==> src/sv/nfcrfc_pkg.sv <==
package nfcrfc_pkg;

    localparam int unsigned BYTE_W   = 8;
    localparam int unsigned STATUS_W = 4;

    localparam logic [BYTE_W-1:0] PREAMBLE_BYTE   = 8'h00;
    localparam logic [BYTE_W-1:0] START_CODE_BYTE = 8'hFF;
    localparam logic [BYTE_W-1:0] POSTAMBLE_BYTE  = 8'h00;
    localparam logic [BYTE_W-1:0] FRAME_TFI       = 8'hD5;
    localparam logic [BYTE_W-1:0] ERR_LEN         = 8'h01;
    localparam logic [BYTE_W-1:0] ERR_LCS         = 8'hFF;
    localparam logic [BYTE_W-1:0] EXT_LEN         = 8'hFF;
    localparam logic [BYTE_W-1:0] EXT_LCS         = 8'hFF;
    localparam logic [BYTE_W:0]   LEN_SUM_TARGET  = 9'h100;
    localparam logic [BYTE_W-1:0] LEN_OVERHEAD    = 8'd2;

    localparam logic [BYTE_W-1:0] EXPECTED_COMMAND_RESET = 8'd0;
    localparam logic [BYTE_W-1:0] MAX_PAYLOAD_RESET      = 8'd253;

    // configuration register indexes
    localparam logic CFG_EXPECTED_COMMAND = 1'b0;
    localparam logic CFG_MAX_PAYLOAD      = 1'b1;

    typedef enum logic [STATUS_W-1:0] {
        ST_OK          = 4'd0,
        ST_PREAMBLE    = 4'd1,
        ST_ERROR_FRAME = 4'd2,
        ST_LENGTH_SUM  = 4'd3,
        ST_TOO_LONG    = 4'd4,
        ST_TFI         = 4'd5,
        ST_CODE        = 4'd6,
        ST_DATA_SUM    = 4'd7,
        ST_POSTAMBLE   = 4'd8
    } t_status;

    // each state names the byte expected next
    typedef enum logic [3:0] {
        PH_IDLE,
        PH_PRE1,
        PH_PRE2,
        PH_START,
        PH_LEN,
        PH_LCS,
        PH_TFI,
        PH_CODE,
        PH_DATA,
        PH_DCS,
        PH_POST
    } t_phase;

    typedef struct packed {
        logic [BYTE_W-1:0] data_byte;
        logic              is_data;
        logic              is_end;
        t_status           status;
        logic [BYTE_W-1:0] payload_length;
    } t_result;

endpackage

==> src/sv/nfc_response_frame_checker_core.sv <==
// channel | valid      | stall       | beat fields
// in      | i_in_valid | o_in_stall  | i_rx_byte, i_first_byte
// out     | o_out_valid| i_out_stall | o_data_byte, o_is_data, o_is_end, o_status,
//         |            |             | o_payload_length
// cfg     | i_cfg_we   | -           | i_cfg_idx, i_cfg_data
//
// one byte a cycle while o_in_stall is low: the parse state machine is updated in the cycle a beat is accepted
// and its result is registered into the output register, or into the skid register if the output is stalled
// a skid register behind the output register lets input acceptance go on past a stalled
// output until it fills; o_in_stall rises only while the skid register is full
// synchronous active-low reset returns to waiting for a first byte, empty output side
module nfc_response_frame_checker_core (
    input  logic                            i_clk,
    input  logic                            i_rst_n,
    input  logic                            i_in_valid,
    output logic                            o_in_stall,
    input  logic [nfcrfc_pkg::BYTE_W-1:0]   i_rx_byte,
    input  logic                            i_first_byte,
    output logic                            o_out_valid,
    input  logic                            i_out_stall,
    output logic [nfcrfc_pkg::BYTE_W-1:0]   o_data_byte,
    output logic                            o_is_data,
    output logic                            o_is_end,
    output logic [nfcrfc_pkg::STATUS_W-1:0] o_status,
    output logic [nfcrfc_pkg::BYTE_W-1:0]   o_payload_length,
    input  logic                            i_cfg_we,
    input  logic                            i_cfg_idx,
    input  logic [nfcrfc_pkg::BYTE_W-1:0]   i_cfg_data
);
    import nfcrfc_pkg::*;

    logic [BYTE_W-1:0] r_expected_command;
    logic [BYTE_W-1:0] r_max_payload;

    t_phase            r_phase, n_phase;
    logic [BYTE_W-1:0] r_len, n_len;
    logic [BYTE_W-1:0] r_left, n_left;
    logic [BYTE_W-1:0] r_sum, n_sum;

    t_result           r_out, r_skd;
    logic              r_out_valid, r_skd_valid;

    t_phase            cur_phase;
    logic              in_fire, out_fire;
    logic              res_valid;
    t_result           res;
    logic [BYTE_W:0]   len_sum;
    logic [BYTE_W-1:0] len_net;
    logic [BYTE_W-1:0] sum_plus;
    logic [BYTE_W-1:0] left_dec;
    logic [BYTE_W:0]   code_want;

    assign in_fire   = i_in_valid && !r_skd_valid;
    assign out_fire  = r_out_valid && !i_out_stall;
    assign cur_phase = i_first_byte ? PH_PRE1 : r_phase;
    assign len_sum   = {1'b0, r_len} + {1'b0, i_rx_byte};
    assign len_net   = r_len - LEN_OVERHEAD;
    assign sum_plus  = r_sum + i_rx_byte;
    assign left_dec  = r_left - 8'd1;
    assign code_want = {1'b0, r_expected_command} + 9'd1;

    // configuration
    always_ff @(posedge i_clk) begin
        if (!i_rst_n) begin
            r_expected_command <= EXPECTED_COMMAND_RESET;
            r_max_payload      <= MAX_PAYLOAD_RESET;
        end else if (i_cfg_we) begin
            case (i_cfg_idx)
                CFG_EXPECTED_COMMAND: r_expected_command <= i_cfg_data;
                CFG_MAX_PAYLOAD:      r_max_payload      <= i_cfg_data;
                default:              r_max_payload      <= r_max_payload;
            endcase
        end
    end

    // next state
    always_comb begin
        n_phase = cur_phase;
        n_len   = r_len;
        n_left  = r_left;
        n_sum   = r_sum;
        case (cur_phase)
            PH_IDLE: n_phase = PH_IDLE;
            PH_PRE1: n_phase = (i_rx_byte == PREAMBLE_BYTE) ? PH_PRE2 : PH_IDLE;
            PH_PRE2: n_phase = (i_rx_byte == PREAMBLE_BYTE) ? PH_START : PH_IDLE;
            PH_START: n_phase = (i_rx_byte == START_CODE_BYTE) ? PH_LEN : PH_IDLE;
            PH_LEN: begin
                n_len   = i_rx_byte;
                n_phase = PH_LCS;
            end
            PH_LCS: begin
                n_left = len_net;
                if ((r_len == ERR_LEN && i_rx_byte == ERR_LCS) ||
                    (r_len == EXT_LEN && i_rx_byte == EXT_LCS) ||
                    len_sum != LEN_SUM_TARGET ||
                    r_len < LEN_OVERHEAD || len_net > r_max_payload) begin
                    n_phase = PH_IDLE;
                end else begin
                    n_phase = PH_TFI;
                end
            end
            PH_TFI: begin
                n_sum   = FRAME_TFI;
                n_phase = (i_rx_byte == FRAME_TFI) ? PH_CODE : PH_IDLE;
            end
            PH_CODE: begin
                n_sum = sum_plus;
                if ({1'b0, i_rx_byte} != code_want) begin
                    n_phase = PH_IDLE;
                end else if (r_left == '0) begin
                    n_phase = PH_DCS;
                end else begin
                    n_phase = PH_DATA;
                end
            end
            PH_DATA: begin
                n_sum   = sum_plus;
                n_left  = left_dec;
                n_phase = (left_dec == '0) ? PH_DCS : PH_DATA;
            end
            PH_DCS: n_phase = (sum_plus == '0) ? PH_POST : PH_IDLE;
            PH_POST: n_phase = PH_IDLE;
            default: n_phase = PH_IDLE;
        endcase
    end

    // result for the beat
    always_comb begin
        res_valid          = 1'b0;
        res.data_byte      = '0;
        res.is_data        = 1'b0;
        res.is_end         = 1'b1;
        res.status         = ST_OK;
        res.payload_length = '0;
        case (cur_phase)
            PH_PRE1, PH_PRE2: begin
                res_valid  = (i_rx_byte != PREAMBLE_BYTE);
                res.status = ST_PREAMBLE;
            end
            PH_START: begin
                res_valid  = (i_rx_byte != START_CODE_BYTE);
                res.status = ST_PREAMBLE;
            end
            PH_LCS: begin
                res_valid = 1'b1;
                if (r_len == ERR_LEN && i_rx_byte == ERR_LCS) begin
                    res.status = ST_ERROR_FRAME;
                end else if (r_len == EXT_LEN && i_rx_byte == EXT_LCS) begin
                    res.status = ST_POSTAMBLE;
                end else if (len_sum != LEN_SUM_TARGET) begin
                    res.status = ST_LENGTH_SUM;
                end else if (r_len < LEN_OVERHEAD || len_net > r_max_payload) begin
                    res.status = ST_TOO_LONG;
                end else begin
                    res_valid = 1'b0;
                end
            end
            PH_TFI: begin
                res_valid  = (i_rx_byte != FRAME_TFI);
                res.status = ST_TFI;
            end
            PH_CODE: begin
                res_valid  = ({1'b0, i_rx_byte} != code_want);
                res.status = ST_CODE;
            end
            PH_DATA: begin
                res_valid     = 1'b1;
                res.data_byte = i_rx_byte;
                res.is_data   = 1'b1;
                res.is_end    = 1'b0;
            end
            PH_DCS: begin
                res_valid  = (sum_plus != '0);
                res.status = ST_DATA_SUM;
            end
            PH_POST: begin
                res_valid = 1'b1;
                if (i_rx_byte != POSTAMBLE_BYTE) begin
                    res.status = ST_POSTAMBLE;
                end else begin
                    res.payload_length = len_net;
                end
            end
            default: res_valid = 1'b0;
        endcase
    end

    // parse state
    always_ff @(posedge i_clk) begin
        if (!i_rst_n) begin
            r_phase <= PH_IDLE;
            r_len   <= '0;
            r_left  <= '0;
            r_sum   <= '0;
        end else if (in_fire) begin
            r_phase <= n_phase;
            r_len   <= n_len;
            r_left  <= n_left;
            r_sum   <= n_sum;
        end
    end

    // output register and skid
    always_ff @(posedge i_clk) begin
        if (!i_rst_n) begin
            r_out_valid <= 1'b0;
            r_skd_valid <= 1'b0;
        end else if (r_skd_valid) begin
            if (out_fire) begin
                r_out_valid <= 1'b1;
                r_skd_valid <= 1'b0;
            end
        end else if (in_fire && res_valid) begin
            if (!r_out_valid || out_fire) begin
                r_out_valid <= 1'b1;
            end else begin
                r_skd_valid <= 1'b1;
            end
        end else if (out_fire) begin
            r_out_valid <= 1'b0;
        end
    end

    always_ff @(posedge i_clk) begin
        if (r_skd_valid) begin
            if (out_fire) begin
                r_out <= r_skd;
            end
        end else if (in_fire && res_valid) begin
            if (!r_out_valid || out_fire) begin
                r_out <= res;
            end else begin
                r_skd <= res;
            end
        end
    end

    assign o_in_stall       = r_skd_valid;
    assign o_out_valid      = r_out_valid;
    assign o_data_byte      = r_out.data_byte;
    assign o_is_data        = r_out.is_data;
    assign o_is_end         = r_out.is_end;
    assign o_status         = r_out.status;
    assign o_payload_length = r_out.payload_length;

endmodule

==> config.mk <==
export PLATFORM = sky130hd
export DESIGN_NAME = nfc_response_frame_checker_core
export DESIGN_NICKNAME = d
export VERILOG_FILES = /design/src/sv/nfcrfc_pkg.sv /design/src/sv/nfc_response_frame_checker_core.sv
export SDC_FILE = /design/constraint.sdc
export NUM_CORES = 1
export LEC_CHECK = 0
export BUFFER_PORTS_ARGS = -buffer_cell sky130_fd_sc_hd__buf_2
export CORE_UTILIZATION = 40
export CTS_CLUSTER_SIZE = 40
export DETAILED_ROUTE_END_ITERATION = 10
export PLACE_DENSITY_LB_ADDON = 0.08
export SETUP_SLACK_MARGIN = 0.5
export SYNTH_ARGS = -nofsm -noshare
export SYNTH_HDL_FRONTEND = slang
export SYNTH_SLANG_ARGS = --single-unit
export TNS_END_PERCENT = 5
==> constraint.sdc <==
create_clock -name i_clk -period 4.14 [get_ports i_clk]
set_input_delay 0.207 -clock i_clk [delete_from_list [all_inputs] [get_ports i_clk]]
set_output_delay 0.207 -clock i_clk [all_outputs]
set_load 0.1 [all_outputs]
==> results of run 1 <==
## flip-flops by register name, indices dropped and copies added (netlist names), 8 cells and up
register            count
o_data_byte             8
r_left                  8
r_expected_command      8
r_max_payload           8
o_payload_length        8
r_skd                  22
r_len                   8
r_sum                   8
## how the worst max path moves through the flow
stage                                    end  slack, ps  cells after the start
3_3_place_gp             r_skd[20]$_DFFE_PP_        500                     13
5_1_grt             o_data_byte[1]$_DFFE_PP_        500                     11
2_1_floorplan       o_data_byte[0]$_DFFE_PP_        390                     12
3_5_place_dp             r_skd[20]$_DFFE_PP_        360                     13
6_report                  o_is_end$_DFFE_PP_        720                     11
4_1_cts        o_payload_length[1]$_DFFE_PP_        520                     13
## what timing repair did
action	CTS	global route
resized for setup	3	2
endpoints found under the setup margin	39	46
pin swaps	0	1
setup buffers	0	1
## per-layer routing
layer | global-route usage (%) | up-vias
li1 | - | 2261
met1 | 30.2 | 2156
met2 | 34.1 | 120
met3 | 2.70 | 28
met4 | 9.49 | 0
met5 | 0 | -
## report_power, final
group	total, W	switching (W)	leakage (nW)	internal [W]
registers	0.000956	0.00000944	0.829	0.000947
logic	0.000218	0.000158	1.51	0.0000591
clock network	0.000884	0.000356	0.148	0.000528
## cell type report
type	count	area, um^2
Clock buffer	9	225
Inverter	34	128
Fill cell	1288	7020
Multi-Input combinational cell	445	3020
Timing Repair Buffer	55	302
Clock inverter	6	90.1
Sequential cell	90	2240
Tap cell	176	220
## cell families (layout without fill, tap and decap cells)
group / count (synthesis) / after routing / synth area share (%)
compound gates: 139 / 139 / 18.0
mux: 22 / 22 / 4.40
simple gates: 236 / 236 / 22.3
buf+inv: 57 / 104 / 3.94
xor+xnor: 19 / 19 / 3.07
fa+ha+maj: 29 / 29 / 6.96
flops: 90 / 90 / 41.3
## worst max-delay path, delay by kind of cell, from the launching register on
family	cells	cell delay, ps
AO/OA/AOI/OAI	4	900
AND/OR/NAND/NOR	4	890
XOR/XNOR	1	400
flip-flops	1	380
adder cells (fa/ha/maj)	1	320
buffers and inverters	1	240
## cells in the mapped netlist, drive strengths merged, types with 8 or more instances
cell | count | share of area (%)
a21oi | 16 | 1.5
ha | 27 | 6.2
edfxtp | 44 | 24
dfxtp | 46 | 17
and3 | 12 | 1.4
xnor2 | 9 | 1.5
nor3 | 14 | 1.3
mux2i | 10 | 1.8
nand4 | 10 | 1.2
xor2 | 10 | 1.6
nor2b | 21 | 2.4
nand2b | 8 | 0.92
o21ai | 32 | 3.0
clkbuf | 22 | 1.5
nor2 | 40 | 2.8
mux2 | 12 | 2.6
o31ai | 10 | 1.4
o211ai | 15 | 2.1
nand2 | 75 | 5.2
inv | 34 | 2.4
nand3 | 12 | 1.1
a21boi | 16 | 2.2
## stage by stage
stage | hold WS, ps | setup slack [ps] | utilization (%)
after floorplan | 331 | 386 | -
after global placement | 449 | 504 | 44.4
after detailed placement | 452 | 357 | 44.4
after CTS | 95.0 | 517 | 46.9
after global routing | 119 | 498 | 47.0
final | 99.0 | 721 | 47.0
==> flow_summary.yaml, run 1 <==
synthesis:
  synth_seq_area_share_pct: 41.3
  async_flop_share_pct: 0
  synth_fp_nets: 644
  synth_ff_type: "dfxtp_1"
  synth-edff-count: 44
  synthCells: 592
  syn_avg_cell_area_um2: 9.16
  syn_area_mm2: 0.00543
  ys_ff_latch: 90
  ys_types: 65
  synth_warnings: 0
critical_path:
  worstPathArrival_ps: 3500
  worstPathRequired_ps: 4220
  rr_worst_depth: 11
  path_cells: "nor3_1 > nor3b_1 > xor2_1 > ha_1 > nand4_1 > a21oi_1 > o41ai_2 > and4_1 > o211a_1 > o32ai_4 > buf_4"
  cp_slowest_cell: "o41ai_2"
  r2r_start: "r_len[1]$_SDFFE_PN0P_"
  critPathMaxStageDelay_ps: 410
  path_class: "flop to flop"
  end_kind: "flop"
  crit_start: "r_len[1]$_SDFFE_PN0P_"
  r2r_slack_ps: 720
  r2r_end: "o_is_end$_DFFE_PP_"
  start_kind: "flop"
  worstPathMaxFanout: 22
detailed_routing:
  wl_met3_um: 585
  drt_iter0_drc: 287
  wl_per_cell_um: 18.1
  vias: 4565
  drt-met1-wl_mm: 7.25
  viasPerCell: 5.60
  drt-total-wl_mm: 14.8
  drc: 0
  top_layer: "met4"
  drtAntennaViolNets: 0
  wl_met2_mm: 6.53
  drtPass1Iterations: 5
sta:
  max_slew_margin_pct: 44.0
  tightest_slew_ps: 840
  final_max_slew_viol_count: 0
  max_freq_ghz: 0.292
  finalSetupTns_ps: 0
  setup_viol: 0
  skew_ps: 9.87
  hold_viol: 0
  post-route-period-util_pct: 82.6
  rsz0062_at_grt: "true"
  min_period_ps: 3420
worst_hold_path:
  hold_path_end: "r_max_payload[0]$_SDFFE_PN1P_"
  holdCritPathClass: "primary input to flop"
  whs_path_depth: 3
  hold_start: "i_cfg_data[0]"
placed_design:
  dp.cells: 799
  dpl-instance-area_mm2: 0.00587
  port_buffers: 46
  dp_hpwl_mm: 11.0
  place.gp.congestion: 0.868
die:
  die_height_um: 118
  rows: 42
  core_area_mm2: 0.0132
  start_util_pct: 41.0
  die_width_um: 118
  pin_count: 47
  die_area_mm2: 0.0140
final_layout:
  final_cell_mix: "nand2_1, buf_2, dfxtp_1"
  final_common_cell: "nand2_1"
  final_area_mm2: 0.00622
  diodes: 0
  drive_above_1_share_pct: 16.0
  area_growth_pct: 14.7
  final_nets: 687
  instances_no_fill: 815
global_route:
  grt_max_degree: 49
  grt_pass1_vias: 4392
  grt-ovfl-total: 0
  grt_use_total_pct: 21.8
  antenna_found_initial: 0
  grt_pass1_wl_mm: 23.6
cts:
  clk_transition_reported_paths_ps: 70
  cts_max_level: 3
  cts_buffers: 9
  root_buffer: "clkbuf_16"
  cts_tree: "built"
  clock_sinks: 90
  insertion_delay_ps: 350
  hold_buffers: 0
  cts.path.max_buffers: 2
pwr:
  power.total_w: 0.00206
  p_leak_nw: 2.49
  ir_drop_uv: 173
  powerDensity_mw_per_mm2: 331
run:
  drv_cap: 0
outcome:
  outcome: "finished, final reports clean"
Note: power is estimated with default switching activity, not from simulation.
==> inputs of run 2 (changes only) <==
==> constraint.sdc (replaced) <==
create_clock -name i_clk -period 3.3 [get_ports i_clk]
set_input_delay 0.165 -clock i_clk [delete_from_list [all_inputs] [get_ports i_clk]]
set_output_delay 0.165 -clock i_clk [all_outputs]
set_load 0.1 [all_outputs]
==> flow_summary.yaml, run 2 (synthesized netlist as in run 1, its figures left out) <==
pwr:
  p_leak_nw: 2.94
  power.total_w: 0.00254
  powerDensity_mw_per_mm2: 358
  ir_drop_uv: 197
die:
  core_area_mm2: 0.0132
  die_area_mm2: 0.0140
  die_height_um: 118
  pin_count: 47
  rows: 42
  start_util_pct: 41.0
  die_width_um: 118
cts:
  clock_sinks: 90
  cts.path.max_buffers: 2
  cts_buffers: 9
  cts_tree: "built"
  insertion_delay_ps: 350
  root_buffer: "clkbuf_16"
  cts_max_level: 3
  clk_transition_reported_paths_ps: 70
final_layout:
  instances_no_fill: 896
  final_nets: 767
  seq_area_mm2: 0.00226
  fillCellCount: 1244
  drive_above_1_share_pct: 30.3
  area_growth_pct: 30.8
  largest-register: "r_skd"
  final_common_cell: "buf_4"
  diodes: 0
  largest_register_ffs: 22
  final_cell_mix: "buf_4, nand2_1, buf_2"
  multi_input_area_mm2: 0.00328
  final_area_mm2: 0.00710
global_route:
  antenna_found_initial: 0
  grt_pass1_wl_mm: 25.2
  grt_use_total_pct: 23.4
  grt_pass1_vias: 4786
  grt_max_degree: 49
  grt-ovfl-total: 0
sta:
  max_freq_ghz: 0.313
  post-route-period-util_pct: 96.8
  max_slew_margin_pct: 44.9
  rsz0062_at_grt: "true"
  hold_viol: 0
  final_max_slew_viol_count: 0
  min_period_ps: 3190
  tightest_slew_ps: 826
  finalSetupTns_ps: 0
  skew_ps: 8.92
  setup_viol: 0
critical_path:
  path_class: "flop to flop"
  worstPathMaxFanout: 4
  critPathMaxStageDelay_ps: 540
  cp_slowest_cell: "or4b_4"
  worstPathArrival_ps: 3300
  path_cells: "buf_6 > fa_2 > buf_6 > xor2_2 > nor4_2 > nand4_1 > buf_4 > or4b_4 > or2_4 > a211o_1 > mux2_4"
  rr_worst_depth: 11
  end_kind: "flop"
  worstPathRequired_ps: 3400
  cpMostUsedCell: "buf_6"
  start_kind: "flop"
placed_design:
  place.gp.congestion: 0.904
  dp.cells: 868
  port_buffers: 46
  dp_hpwl_mm: 11.6
  dpl-instance-area_mm2: 0.00649
detailed_routing:
  vias: 4928
  drc: 0
  drtPass1Iterations: 4
  wl_per_cell_um: 17.4
  viasPerCell: 5.50
  drtAntennaViolNets: 0
  drt_iter0_drc: 349
  drt-total-wl_mm: 15.6
worst_hold_path:
  holdCritPathClass: "primary input to flop"
  whs_path_depth: 3
outcome:
  outcome: "finished, final reports clean"
run:
  drv_cap: 0
[run 2: cell count changes in the layout (fill, tap and decap cells not counted), sizes merged]
cell | before | now
clkinv | 0 | 1
bufinv | 2 | 0
nor3 | 14 | 15
clkinvlp | 2 | 1
buf | 55 | 133
inv | 36 | 39
o32ai | 2 | 3
[run 2: where the power goes]
| group | switching, W | total [W] | internal [W] |
|---|---|---|---|
| clock network | 0.000489 | 0.00101 | 0.000525 |
| logic | 0.000220 | 0.000332 | 0.000112 |
| registers | 0.0000109 | 0.00120 | 0.00119 |
| total | 0.000720 | 0.00254 | 0.00182 |
[run 2: worst max-delay path, delay by kind of cell (launching register included)]
kind	cells	cell delay (ps)
AOI/OAI and AO/OA	1	270
xor gates and xnor gates	1	130
adders and majority gates	1	370
buffers and inverters	3	420
DFF	1	370
muxes	1	260
and+or+nand+nor	4	1120
[run 2: final cells by class]
cell class	count	area share [%]
inverters	34	1.80
clock inverters	7	0.811
repair buffers	133	13.1
clock buffers	9	3.17
well taps	176	3.10
flip-flops and latches	90	31.8
multi-input cells	447	46.3
[run 2: metal layers]
layer / track usage [%] / vias up / share of wire [%]
met1: 31.8 / 2327 / 47
met2: 36.4 / 131 / 46
met4: 11.1 / 0 / 3.2
met3: 3.38 / 33 / 4.4
met5: 0 / - / 0
li1: - / 2437 / -
[run 2: worst paths after layout]
check                                     start                             to  slack [ps]
setup / recovery          r_len[1]$_SDFFE_PN0P_          o_status[0]$_DFFE_PP_         110
setup reg to reg          r_len[1]$_SDFFE_PN0P_          o_status[0]$_DFFE_PP_         110
hold reg to reg   r_max_payload[1]$_SDFFE_PN0P_  r_max_payload[1]$_SDFFE_PN0P_         490
hold / removal                    i_cfg_data[0]  r_max_payload[0]$_SDFFE_PN1P_          50
[run 2: timing repair]
item / in CTS / in global routing
pin swaps: 12 / 14
hold buffers: 0 / 0
resized for setup: 18 / 23
gates cloned: 2 / 0
setup buffers: 9 / 1
setup endpoints to repair: 54 / 55
[run 2: through the flow]
step	setup slack (ps)	hold slack (ps)	utilization, %
after floorplan	303	289	-
after global placement	-191	398	49.0
after detailed placement	-275	408	49.0
after CTS	43.0	37.6	52.6
after global routing	12.3	79.7	53.6
final	107	50.1	53.6
==> inputs of run 3 (changes only) <==
--- a/config.mk
+++ b/config.mk
@@ -6,7 +6,7 @@
 export NUM_CORES = 1
 export LEC_CHECK = 0
 export BUFFER_PORTS_ARGS = -buffer_cell sky130_fd_sc_hd__buf_2
-export CORE_UTILIZATION = 40
+export CORE_UTILIZATION = 60
 export CTS_CLUSTER_SIZE = 40
 export DETAILED_ROUTE_END_ITERATION = 10
 export PLACE_DENSITY_LB_ADDON = 0.08
==> flow_summary.yaml, run 3 (synthesized netlist as in run 1, its figures left out) <==
pwr:
  combPwrFrac_pct: 13.7
  intPower_w: 0.00181
  power_switching_w: 0.000663
  powerDensity_mw_per_mm2: 356
  seq_power_share_pct: 48.4
  p_clk_share_pct: 37.9
  ir_drop_uv: 274
  p_leak_nw: 2.91
  power.share.switching_pct: 26.8
sta:
  min_period_ps: 3010
  tightest_slew_ps: 826
  skew_ps: 14.0
  max_slew_margin_pct: 44.9
  hold_ws_ps: 38.7
  finalSetupTns_ps: 0
  post-route-period-util_pct: 91.2
  hold_viol: 0
  rsz0062_at_grt: "true"
  setup_viol: 0
  final_max_slew_viol_count: 0
  max_freq_ghz: 0.332
final_layout:
  area_growth_pct: 27.8
  largest_register_ffs: 22
  final_common_cell: "buf_4"
  drive_above_1_share_pct: 29.7
  final_nets: 763
  fillCellCount: 542
  diodes: 0
  final_cell_mix: "buf_4, nand2_1, buf_2"
  largest-register: "r_skd"
  final_util_pct: 79.5
global_route:
  grt_use_total_pct: 32.4
  grt_pass1_vias: 4906
  grt_max_degree: 49
  grt_pass1_wl_mm: 24.1
  antenna_found_initial: 0
  grt-ovfl-total: 0
detailed_routing:
  drtPass1Iterations: 5
  drc: 0
  viasPerCell: 6.17
  drt_iter0_drc: 266
  drt-total-wl_mm: 15.3
  wl_per_cell_um: 18.6
  vias: 5085
  drtAntennaViolNets: 0
cts:
  clock_sinks: 90
  insertion_delay_ps: 370
  cts.path.max_buffers: 2
  hold_buffers: 0
  cts_max_level: 3
  cts_buffers: 9
  cts_tree: "built"
  root_buffer: "clkbuf_8"
  clk_transition_reported_paths_ps: 100
die:
  die_area_mm2: 0.00943
  pin_count: 47
  die_width_um: 97.1
  rows: 34
  die_height_um: 97.1
  start_util_pct: 62.2
  core_area_mm2: 0.00872
critical_path:
  worstPathArrival_ps: 3140
  worstPathMaxFanout: 2
  start_kind: "flop"
  r2r_end: "o_status[0]$_DFFE_PP_"
  worstPathRequired_ps: 3430
  end_kind: "flop"
  r2r_start: "r_len[0]$_SDFFE_PN0P_"
  path_class: "flop to flop"
  crit_start: "r_len[0]$_SDFFE_PN0P_"
  critPathCapture: "o_status[0]$_DFFE_PP_"
  r2r_slack_ps: 290
  rr_worst_depth: 8
outcome:
  outcome: "finished, final reports clean"
run:
  drv_cap: 0
placed_design:
  port_buffers: 46
  place.gp.congestion: 0.917
  dp_hpwl_mm: 10.7
worst_hold_path:
  holdCritPathClass: "primary input to flop"
-- run 3: worst min-delay path by stage --
stage,slack [ps],start,to,depth (start not counted)
6_report,40,i_cfg_data[2],r_max_payload[2]$_SDFFE_PN1P_,3
3_5_place_dp,420,i_cfg_data[2],r_max_payload[2]$_SDFFE_PN1P_,3
3_3_place_gp,410,i_cfg_data[0],r_max_payload[0]$_SDFFE_PN1P_,3
2_1_floorplan,290,i_cfg_data[0],r_max_payload[0]$_SDFFE_PN1P_,2
4_1_cts,40,i_cfg_data[2],r_max_payload[2]$_SDFFE_PN1P_,3
5_1_grt,50,i_cfg_data[2],r_max_payload[2]$_SDFFE_PN1P_,3
-- run 3: per-stage QoR --
step           worst slack [ps]  instances  instance area, um^2  power [W]
2_1_floorplan               303        592                 5540    0.00142
3_3_place_gp              -41.3        787                 6300    0.00151
3_5_place_dp               -211        787                 6300    0.00152
4_1_cts                     337        818                 6800    0.00245
5_1_grt                     189        824                 6940    0.00254
6_report                    289        824                 6940    0.00247
-- run 3: layout make-up --
type	instances	area [um^2]	area share, %
clock buffers	9	124	1.79
repair buffers	129	922	13.3
multi-input cells	447	3250	46.8
flip-flops and latches	90	2260	32.6
clock inverters	7	121	1.75
well taps	108	135	1.95
inverters	34	128	1.84
-- run 3: worst max-delay path, stage by stage, from the launching register on --
cell and delay, ps:
dfxtp_2 350, ha_2 200, fa_2 460, nor4_4 290, nand4_1 160, or4b_4 530
or2_4 260, a211o_1 280, mux2_4 260
-- run 3: routing by layer --
metal	wire length (um)	global-route usage, %
met1	6480	42.0
met2	7330	54.8
met3	1040	4.89
met4	464	12.2
met5	0	0
-- run 3: power groups by stage --
stage	Combinational (W)	Sequential (W)	Clock (W)
floorplan	0.000119	0.00130	0
global placement	0.000292	0.00122	0
detailed placement	0.000297	0.00122	0
CTS	0.000322	0.00120	0.000933
global route	0.000358	0.00120	0.000983
finish	0.000338	0.00120	0.000938
-- run 3: timing repair --
action,in CTS,in global routing
buffers inserted,13,5
setup endpoints to repair,54,55
gates resized for setup,22,17
gates cloned,2,1
pin swaps,13,13
